**src/design/rbst_pkg.sv**
```systemverilog
// Shared types and constants for the ray/box slab test core.
`timescale 1ns / 1ps

package rbst_pkg;

    localparam int FRAC_BITS_DEF   = 16;
    localparam int HIT_EPSILON_DEF = 7;
    localparam int DIFF_W          = 34;
    localparam int QDEPTH          = 2;

    localparam logic signed [31:0] SAT_MAX = 32'sh7FFF_FFFF;
    localparam logic signed [31:0] SAT_MIN = 32'sh8000_0000;

    typedef enum logic [2:0] {
        REG_MIN_X = 3'd0,
        REG_MIN_Y = 3'd1,
        REG_MIN_Z = 3'd2,
        REG_EXT_X = 3'd3,
        REG_EXT_Y = 3'd4,
        REG_EXT_Z = 3'd5
    } cfg_reg_t;

    typedef struct packed {
        logic [2:0][31:0] mn;
        logic [2:0][30:0] ext;
    } box_t;

    // one axis of a classified ray
    typedef struct packed {
        logic signed [DIFF_W-1:0] lo;
        logic signed [DIFF_W-1:0] hi;
        logic                     dneg;
        logic [31:0]              dmag;
        logic                     dzero;
        logic                     in_slab;
    } axis_t;

    typedef struct packed {
        axis_t [2:0] ax;
    } item_t;

endpackage

```
**src/design/rbst_front.sv**
```systemverilog
// Front end: slab distances and direction classification per axis.
`timescale 1ns / 1ps

module rbst_front
(
    input  logic                 s_tvalid,
    input  logic [191:0]         s_tdata,
    input  rbst_pkg::box_t       box,
    output logic                 push,
    output rbst_pkg::item_t      item
);

    always_comb
    begin
        logic signed [rbst_pkg::DIFF_W-1:0] mn;
        logic signed [rbst_pkg::DIFF_W-1:0] org;
        logic [31:0]                        d;
        for (int a = 0; a < 3; a++)
        begin
            mn  = rbst_pkg::DIFF_W'($signed(box.mn[a]));
            org = rbst_pkg::DIFF_W'($signed(s_tdata[32*a +: 32]));
            d   = s_tdata[96 + 32*a +: 32];
            item.ax[a].lo      = mn - org;
            item.ax[a].hi      = mn + $signed({3'b000, box.ext[a]}) - org;
            item.ax[a].dneg    = d[31];
            item.ax[a].dmag    = d[31] ? (~d + 32'd1) : d;
            item.ax[a].dzero   = (d == 32'd0);
            item.ax[a].in_slab = (item.ax[a].lo <= 0) && (item.ax[a].hi >= 0);
        end
    end

    assign push = s_tvalid;

endmodule

```
**config.mk**
```make
export PLATFORM = sky130hd
export DESIGN_NAME = rbst_front
export DESIGN_NICKNAME = d
export VERILOG_FILES = /design/src/design/rbst_pkg.sv /design/src/design/rbst_front.sv
export SDC_FILE = /design/constraint.sdc
export NUM_CORES = 1
export LEC_CHECK = 0
export ABC_AREA = 1
export BUFFER_PORTS_ARGS = -buffer_cell sky130_fd_sc_hd__buf_2
export CAP_MARGIN = 20
export CORE_AREA = 2 2 266 268
export DETAILED_ROUTE_END_ITERATION = 8
export DIE_AREA = 0 0 268 270
export PLACE_DENSITY = 0.59
export SYNTH_ARGS = -nofsm -noshare
export SYNTH_HDL_FRONTEND = slang
export SYNTH_SLANG_ARGS = --single-unit
```
**constraint.sdc**
```tcl
create_clock -name vclk -period 4.3
set_input_delay 0.86 -clock vclk [all_inputs]
set_output_delay 0.86 -clock vclk [all_outputs]
set_load 0.005 [all_outputs]
```
Yosys cells after proc, flatten, opt, wreduce, memory -nomap -nowiden
Index checks and enable logic that the tools add are counted.
W data, S select, Z words.

cells by class
  add/sub/neg operators = 12
  multiply operators = 0
  divide/modulo/power cells = 0
  order comparisons = 6
  eq/ne operators = 0
  shift operators = 0
  muxes and demuxes = 3
  bitwise operators = 3
  reduce and logical (&&, ||, !) cells = 6

operator list
  operator                 count
  $ge A34 B1 Y1 const B    3
  $sub A33 B32 Y34         3
  $add A32 B32 Y33         3
  $le A33 B1 Y1 const B    3
  $sub A32 B32 Y33         3
  $add A32 B1 Y32 const B  3
  $logic_not A32 Y1        3
  $mux W32                 3
  $not A32 Y32             3
  $logic_and A1 B1 Y1      3

storage, ports and cells
  register bits after elaboration = 0
  latch bits = 0
  bits in writable memories = 0
  memory bits (read-only) = 0
  output and inout port bits = 310
  memories kept = 0

Logic depth before layout (Yosys ltp)
  depth in word-level cells = 4
  mapped depth = 19

Least setup slack after synthesis
No wires, ideal clock.

  path type = input -> output
  from = in box[157] in the netlist's numbering
  to = out item[267] in the netlist's numbering
  data arrival time = 3.010 ns
  slack = 0.430 ns
  stages = 14
  path buffers = 0
  path through = inv_1 > ha_1 > inv_1 > ha_1 > fa_1 > nand3_1 > nand2_1 > a21oi_1 > o21ai_1 > a21oi_1 > o21bai_1 > nand2_1 > nand2_1 > xor2_1

RTL lines
  element             line              source
  start: declaration  rbst_front.sv:8   input rbst_pkg::box_t box,
  end: declaration    rbst_front.sv:10  output rbst_pkg::item_t item

==> reports/results.tsv <==
stage	metric	value	unit
global_routing	grt_use_total	23.04	%
timing	hold_viol_final	0	
synthesis	yosys_warnings	0	
layout	flops_and_latches	0	
route	via_per_inst	4.505	
die	chipWidth	268	um
global_routing	overflow	0	
pwr	fin_total_pwr	6.284	mW
placement	dp.cells	5466	
die	initial_utilization	27.82	%
die	rows	97	
route	drc	0	
run	cap_violations	0	
synthesis	yosysMostFrequentCell	inv_1	
synthesis	synth_commonest_cells	inv_1, nand2_1, nor2_1	
layout	layout-drive-gt1-share	29.24	%
worst_setup_path	crit_end	item[273]	
die	ios	692	
layout	finalNonFillerCells	5496	
hold_path	hold_class	input pin to output port	
timing	tightest_slew	0.5179	ns
timing	maxSlewViolCount	0	
worst_setup_path	start_kind	input pin	
timing	whs	1.720	ns
synthesis	synth_area	19350	um^2
worst_setup_path	startpoint	box[159]	
die	core_area	69540	um^2
die	die_h	270	um
global_routing	gr-usage-met1	28.57	%
global_routing	use_met2	40.93	%
timing	finalWorstSetupSlack	0.04510	ns
worst_setup_path	worstPathArrival	3.39	ns
pwr	p_leak	16.80	nW
timing	max_freq	235.0	MHz
timing	timing.final.crit_period	4.255	ns
layout	finish.utilization	39.51	%
layout	area_growth	42.01	%
pwr	irDropWorstVdd	0.1414	mV
layout	nets	5223	
timing	rsz0062_at_grt	true	
global_routing	met3_usage	3.191	%
synthesis	synth_area_leaders	inv_1, nand2_1, ha_1, fa_1, xor2_1	
synthesis	seq_area_frac_synth	0	%
pwr	p_per_area	228.7	nW/um^2
timing	setup_viol	0	
placement	place_area	26030	um^2
timing	min_period_over_period	98.95	%
global_routing	grt_pass1_vias	24020	
synthesis	yosys.cell_types.count	55	
timing	setup-tns-final	0	ns
run_status	status	finished, final reports clean	
placement	hpwl	80340	um
worst_setup_path	crit_fanout	5	
placement	port_buffers	690	
layout	register_area	0	um^2
placement	dp_slack	-0.1980	ns
route	drtAntennaViolNets	0	
worst_setup_path	path_class	input pin to output port	
layout	fillerInstances	7816	
die	die_area	72360	um^2
route	wl	87960	um
global_routing	antenna_found_initial	28	
route	dr.pass1.iters	5	
synthesis	synth_area_leader_cell	inv_1	
synthesis	synth_top_area_share	19.75	%
synthesis	synth_cells	3566	
worst_setup_path	critPathRequiredTime	3.44	ns
worst_setup_path	endpoint_kind	output port	
timing	max_slew_margin	65.11	%
global_routing	busiest_layer	met2	
placement	place.gp.congestion	0.9855	
route	wl_per_cell	16.00	um
global_routing	grt_max_degree	30	
global_routing	grt_first_pass_wirelength	131400	um
synthesis	syn_nets	4245	
layout	nClkBuffers	0	
synthesis	syn_area_per_cell	5.426	um^2
route	vias	24760	
layout	finalInstanceArea	27480	um^2
route	initialDrtViolationCount	1487	
## placed cells by master, fill, tap and decap left out, types with 7 or more instances in the layout
master    netlist  routed
and2_1          7       7
nor3_2          3       8
nand2_1       995     962
a31oi_1        22      16
inv_2           8      25
o21ai_0        71      55
xor2_2          1       9
nor2_4          6      11
nand3b_1        7       7
nand3_2         9      19
xnor2_1        73      73
buf_6           0       9
nand4_1        49      49
o21ai_2        10      18
fa_1           96      91
o21bai_1       14      13
nor2_1        306     288
a21oi_2         8      48
nor2_2         24      37
buf_2           2     684
a21o_1         16      16
xor2_1        133     124
diode_2         0      14
nand2_2        33      65
ha_4            0      43
buf_4          10     300
inv_1        1018    1000
a21oi_1       171     127
nand3_1       157     146
ha_1          201     149
o21ai_1        11      17
ha_2            0       9
nor3_1         40      35
## power breakdown
group | switching [mW] | internal (mW)
Combinational | 3.58 | 2.70
Clock | 0 | 0.000000440
Sequential | 0 | 0
## logic make-up (layout without fill, tap and decap cells)
family	count (synthesis)	count (layout)	synth area share, %
adder cells (fa/ha/maj)	297	297	22.93
AO/OA/AOI/OAI	351	351	10.39
buffers and inverters	1047	2023	20.52
AND/OR/NAND/NOR	1664	1664	36.75
XOR/XNOR	207	207	9.409
other	0	14	0
## worst max-delay path: stages
cell and delay, ns:
buf_2 0.14, inv_1 0.06, fa_1 0.48, inv_1 0.06, ha_4 0.30, nand3_1 0.10, nand2_2 0.13, nand3_1 0.10
nand2_1 0.11, a21oi_1 0.08, buf_4 0.16, o21ai_4 0.19, buf_4 0.15, nand3_1 0.05, nand2_1 0.09, xor2_1 0.17
buf_2 0.15
## final cells by class
class,count,area (um^2),area share [%]
antenna,14,35.03,0.1275
timing repair buffer,994,5792,21.08
multi-input combinational,2519,16610,60.45
tap,940,1176,4.281
inverter,1029,3865,14.07
## metal layers
| metal | routed length [um] | part of all wire (%) |
|---|---|---|
| met2 | 42580 | 48 |
| met5 | 69 | 0.078 |
| met3 | 5103 | 5.8 |
| met1 | 37600 | 43 |
| met4 | 2604 | 3.0 |
## timing repair
action                     CTS  global route
setup endpoints to repair   21            57
pin swaps                    4            75
setup buffers                1            15
hold buffers                 0             0
gates resized for setup     27           245
## worst min-delay path by stage
stage | from | depth (start not counted) | slack [ns] | to
floorplan | s_tdata[189] | 1 | 1.74 | item[239]
global placement | s_tvalid | 0 | 1.72 | push
detailed placement | s_tvalid | 0 | 1.72 | push
CTS | s_tvalid | 0 | 1.72 | push
global route | s_tvalid | 0 | 1.72 | push
finish | s_tvalid | 0 | 1.72 | push
No activity file was read; power rests on OpenSTA's default activity.
