## config.mk

```make
export PLATFORM = sky130hd
export DESIGN_NAME = rbst_queue
export DESIGN_NICKNAME = d
export VERILOG_FILES = /design/src/design/rbst_pkg.sv /design/src/design/rbst_queue.sv
export SDC_FILE = /design/constraint.sdc
export NUM_CORES = 1
export LEC_CHECK = 0
export BUFFER_PORTS_ARGS = -buffer_cell sky130_fd_sc_hd__clkbuf_2
export CAP_MARGIN = 20
export CORE_AREA = 2 2 243 245
export CTS_BUF_LIST = sky130_fd_sc_hd__clkbuf_4 sky130_fd_sc_hd__clkbuf_8
export CTS_CLUSTER_DIAMETER = 150
export DETAILED_ROUTE_END_ITERATION = 6
export DIE_AREA = 0 0 245 247
export PLACE_DENSITY = 0.7
export SLEW_MARGIN = 30
export SYNTH_ARGS = -nofsm -noshare
export SYNTH_HDL_FRONTEND = slang
export SYNTH_SLANG_ARGS = --single-unit
export TNS_END_PERCENT = 1
```

## constraint.sdc

```tcl
create_clock -name clk -period 12 [get_ports clk]
set_input_delay 1.2 -clock clk [delete_from_list [all_inputs] [get_ports clk]]
set_output_delay 1.2 -clock clk [all_outputs]
set_load 0.03 [all_outputs]
```

## src/design/rbst_pkg.sv

```systemverilog
// Shared types and constants for the ray/box slab test core.
`timescale 1ns / 1ps

package rbst_pkg;

    localparam int FRAC_BITS_DEF   = 16;
    localparam int HIT_EPSILON_DEF = 7;
    localparam int DIFF_W          = 34;
    localparam int QDEPTH          = 2;

    localparam logic signed [31:0] SAT_MAX = 32'sh7FFF_FFFF;
    localparam logic signed [31:0] SAT_MIN = 32'sh8000_0000;

    typedef enum logic [2:0] {
        REG_MIN_X = 3'd0,
        REG_MIN_Y = 3'd1,
        REG_MIN_Z = 3'd2,
        REG_EXT_X = 3'd3,
        REG_EXT_Y = 3'd4,
        REG_EXT_Z = 3'd5
    } cfg_reg_t;

    typedef struct packed {
        logic [2:0][31:0] mn;
        logic [2:0][30:0] ext;
    } box_t;

    // one axis of a classified ray
    typedef struct packed {
        logic signed [DIFF_W-1:0] lo;
        logic signed [DIFF_W-1:0] hi;
        logic                     dneg;
        logic [31:0]              dmag;
        logic                     dzero;
        logic                     in_slab;
    } axis_t;

    typedef struct packed {
        axis_t [2:0] ax;
    } item_t;

endpackage

```

## src/design/rbst_queue.sv

```systemverilog
// Two-entry queue between the front end and the datapath.
`timescale 1ns / 1ps

module rbst_queue
(
    input  logic            clk,
    input  logic            rst_n,
    input  logic            push,
    input  rbst_pkg::item_t push_item,
    output logic            full,
    input  logic            pop,
    output logic            head_valid,
    output rbst_pkg::item_t head_item
);

    rbst_pkg::item_t mem_reg [rbst_pkg::QDEPTH];
    logic            wr_ptr_reg, wr_ptr_next;
    logic            rd_ptr_reg, rd_ptr_next;
    logic [1:0]      count_reg, count_next;
    logic            do_push, do_pop;

    assign full       = (count_reg == 2'(rbst_pkg::QDEPTH));
    assign head_valid = (count_reg != 2'd0);
    assign head_item  = mem_reg[rd_ptr_reg];
    assign do_push    = push && !full;
    assign do_pop     = pop && head_valid;

    always_comb
    begin
        wr_ptr_next = wr_ptr_reg ^ do_push;
        rd_ptr_next = rd_ptr_reg ^ do_pop;
        count_next  = count_reg + 2'(do_push) - 2'(do_pop);
    end

    always_ff @(posedge clk or negedge rst_n)
    begin
        if (!rst_n)
        begin
            wr_ptr_reg <= 1'b0;
            rd_ptr_reg <= 1'b0;
            count_reg  <= 2'd0;
        end
        else
        begin
            wr_ptr_reg <= wr_ptr_next;
            rd_ptr_reg <= rd_ptr_next;
            count_reg  <= count_next;
        end
    end

    always_ff @(posedge clk)
    begin
        if (do_push)
        begin
            mem_reg[wr_ptr_reg] <= push_item;
        end
    end

endmodule

```

# Word-level counts from Yosys, hierarchy flattened
# Memory sizes are Yosys's and may differ from the RTL's.
# Index checks and enable logic that the tools add are counted.
totals:
  reg_bits: 4
  ram_bits: 618
  input_bits: 313
  output_inout_bits: 311
  wordCells: 15
  n_memories: 1
mem_list:
  columns: ["name", "words", "width", "rd", "rd_clocked_by_memory_dff", "write_ports", "line", "rtl"]
  rows:
  - ["mem_reg", 2, 309, 1, 0, 1, "rbst_queue.sv:16", "rbst_pkg::item_t mem_reg [rbst_pkg::QDEPTH];"]
op_classes:
  addsub: 2
  eq_ne: 1
  muxes: 2
  bitwise_logic: 2
  reduce_logical: 4
ops:
  columns: ["operator", "count"]
  rows:
  - ["2-bit by 1-bit adder with 2-bit output", 1]
  - ["2-bit equality test, second input constant", 1]
  - ["1-bit logical AND", 2]
  - ["1-bit two-way mux", 2]
  - ["2-bit nonzero test", 1]
  - ["2-bit by 1-bit subtractor with 2-bit output", 1]
  - ["1-bit XOR", 2]
  - ["1-bit zero test", 1]

# Longest topological paths before layout
depth:
  word_depth: 5
  depth_mapped: 7
  ltp_nobuf: 7

# Worst setup path after synthesis
# No wires, ideal clock.
synth_path:
  path_type: "input to register"
  start: "input port push"
  end: "memory mem_reg[1][0] in the netlist's numbering (enable)"
  setup_ns: 0.712
  arrival_time_ns: 8.421
  t_required_ns: 11.288
  slack_ns: 2.867
  cell_stages: 2
  path_buffers: 0
  cell_sequence: "and2_1 -> ha_1"
synth_between:
  elab_chain_cells: 3
synth_lines:
  columns: ["item", "line", "rtl"]
  rows:
  - ["from (decl)", "rbst_queue.sv:8", "input logic push,"]
  - ["1-bit logical AND", "rbst_queue.sv:25", "assign do_push = push && !full;"]
  - ["1-bit two-way mux", "rbst_queue.sv:53", "if (do_push)"]
  - ["1-bit two-way mux (implied by the code)", "rbst_queue.sv:55", "mem_reg[wr_ptr_reg] <= push_item;"]
  - ["to (decl)", "rbst_queue.sv:16", null]
# Every way passes these cells.

==> reports/metrics.cfg <==
[outcome]
status = complete, no violations

[clock_tree]
postCtsSetupBuffers = 0
cts_resized = 0
cts_tree = done
cts_hold_buf = 0
cts_buffer_depth = 3
cts.sinks = 622
clkTransAtPathRegs_ps = 60
ctsRootBufferMaster = clkbuf_8
cts_buffers = 100
clock_latency_ps = 650
htreeDepth = 3

[die]
start_util = 0.389
std_cell_rows = 89
die_area_um2 = 60500
die_h_um = 247
fp.coreArea_um2 = 58200
die_w_um = 245
ioPinCount = 624

[global_route]
track_usage = 0.154
antenna_found_initial = 7
grt_start_max_net_pins = 158
grt-ovfl-total = 0
grt_pass1_wl_um = 70000
grt_pass1_vias = 12300

[detailed_routing]
first_pass_iters = 6
wl_um = 48600
antenna_left = 0
drc = 0
vias_per_cell = 4.62
drt-initial-drc-count = 467
vias = 11700
drt-wirelength-per-cell_um = 19.1

[layout]
largest_reg_flops = 618
final_cells = 2545
drive_above_1_share = 0.622
synthToLayoutAreaGrowth_pct = 25.9
num-nets-final = 2003

[setup_path]
cp_max_fo = 117
cp.required_ps = 10800
rr_startpoint = count_reg[0]
cp-start-kind = flop
crit_path_start = rd_ptr_reg
crit_path_end_kind = output pin
cpMaxStageDelayCell = dfrtp_4
path_cells = buf_12 > buf_16 > mux2_2 > clkbuf_2
slowest_delay_ps = 540
critPathBufInv = 3
worst_path_dominant_cell_family = buffers and inverters
crit_type = reg -> out
worstPathArrival_ps = 2790

[timing]
setup_viol_count_final = 0
max_slew_margin = 0.365
worst_hold_slack_ps = 341
fin_crit_sh = 0.333
rsz0062_at_grt = false
fin_skew_ps = 22.0
period_minus_slack_ps = 3990
hold_viol = 0
tightest_slew_ps = 952
tns_ps = 0
slew_viol_final = 0
fmaxAchievable_mhz = 251

[logic_synthesis]
synth_top_area_frac = 0.820
syn-cell-area_um2 = 22600
synth_nets = 1298
yosys_warnings = 0
ys_seq_area_frac = 0.824
synth.area.top_cells = edfxtp_1 82%, mux2_2 15%, buf_6 1.6%
synth_top_area_cell = edfxtp_1
synth-seq-cells = 622
postSynthAreaPerCell_um2 = 23.1
synthCells = 981
netlist-cell-type-count = 14

[power_and_ir_drop]
p_leak_nw = 10.8
vdd.ir_drop.worst_v = 0.000220
powerDensity_nw_per_um2 = 266

[placement]
routabilityCongestion = 0.798
place_inst = 2355
portBuffers = 623
dpl.hpwl_um = 33700

[job]
max_cap_viol_count = 0

[min_path]
min_path_type = in -> async

worst register-to-register path: stages, from the launching register on:
cell,delay (ps)
dfrtp_1,380
nand2b_1,190
and2_1,260
ha_4,740
buf_4,850
buf_4,900
cells in the mapped netlist, drive strengths merged:
| cell | instances |
|---|---|
| and2 | 1 |
| buf | 34 |
| dfrtp | 4 |
| edfxtp | 618 |
| ha | 4 |
| inv | 4 |
| mux2 | 309 |
| nand2 | 1 |
| nand2b | 1 |
| o21a | 1 |
| or2 | 1 |
| xnor2 | 2 |
| xor2 | 1 |
area by class of cell:
cell class                      instances  area (um^2)
Fill cell                            4816        29700
Sequential cell                       622        18700
Multi-Input combinational cell        321         3610
Timing Repair Buffer                  637         3310
Clock buffer                          125         1590
Tap cell                              773          967
Clock inverter                         57          340
Inverter                                4         15.0
Antenna cell                            6         15.0
stage by stage:
| step | cell area (um^2) | power (mW) | worst slack (ps) | utilization |
|---|---|---|---|---|
| final | 28500 | 7.58 | 8010 | 0.489 |
| after global routing | 28500 | 7.92 | 7890 | 0.489 |
| after CTS | 28400 | 7.67 | 8020 | 0.488 |
| after detailed placement | 26500 | 5.93 | 7530 | 0.455 |
| after global placement | 26500 | 5.86 | 7590 | 0.454 |
| after floorplan | 22600 | 5.34 | 2870 | - |
layer usage:
metal  global-route usage  part of all wire  up-vias
met5                    0            0.0012        -
met4               0.0594             0.026        8
met3               0.0645             0.094       88
met2                0.262              0.52      462
met1                0.171              0.36     5809
li1                     -                 -     5379
logic make-up (layout without fill, tap and decap cells):
kind of cell | count (synthesis) | count (layout) | synth area share
AOI/OAI and AO/OA | 1 | 1 | 0.000332
xor gates and xnor gates | 3 | 3 | 0.00116
adders and majority gates | 4 | 4 | 0.00221
buffers and inverters | 38 | 823 | 0.0173
DFF | 622 | 622 | 0.824
muxes | 309 | 309 | 0.154
other | 0 | 6 | 0
and+or+nand+nor | 4 | 4 | 0.000995
worst paths after layout:
kind | endpoint | slack [ps] | cells past startpoint
hold / removal | count_reg[1] | 340 | 1
min in group clk | count_reg[1] | 520 | 1
setup / recovery | head_item[81] | 8010 | 4
max in group asynchronous | rd_ptr_reg | 11520 | 1
setup reg to reg | mem_reg[0][90] | 8270 | 5
hold reg to reg | count_reg[1] | 520 | 1
cell usage in the layout, fill, tap and decap left out, drive strengths merged:
master,n
buf,14
mux2,309
nand2b,1
clkinvlp,1
ha,4
and2,1
clkinv,53
clkbuf,748
inv,5
nand2,1
xnor2,2
or2,1
bufinv,2
edfxtp,618
dfrtp,4
xor2,1
o21a,1
diode,6
where the power goes:
part | leakage, nW | internal, mW | switching, mW | total (mW)
clock | 1.02 | 0.918 | 0.806 | 1.72
sequential | 5.78 | 2.97 | 0.102 | 3.08
combinational | 3.98 | 0.891 | 1.89 | 2.78
No activity file was read; power rests on OpenSTA's default activity.
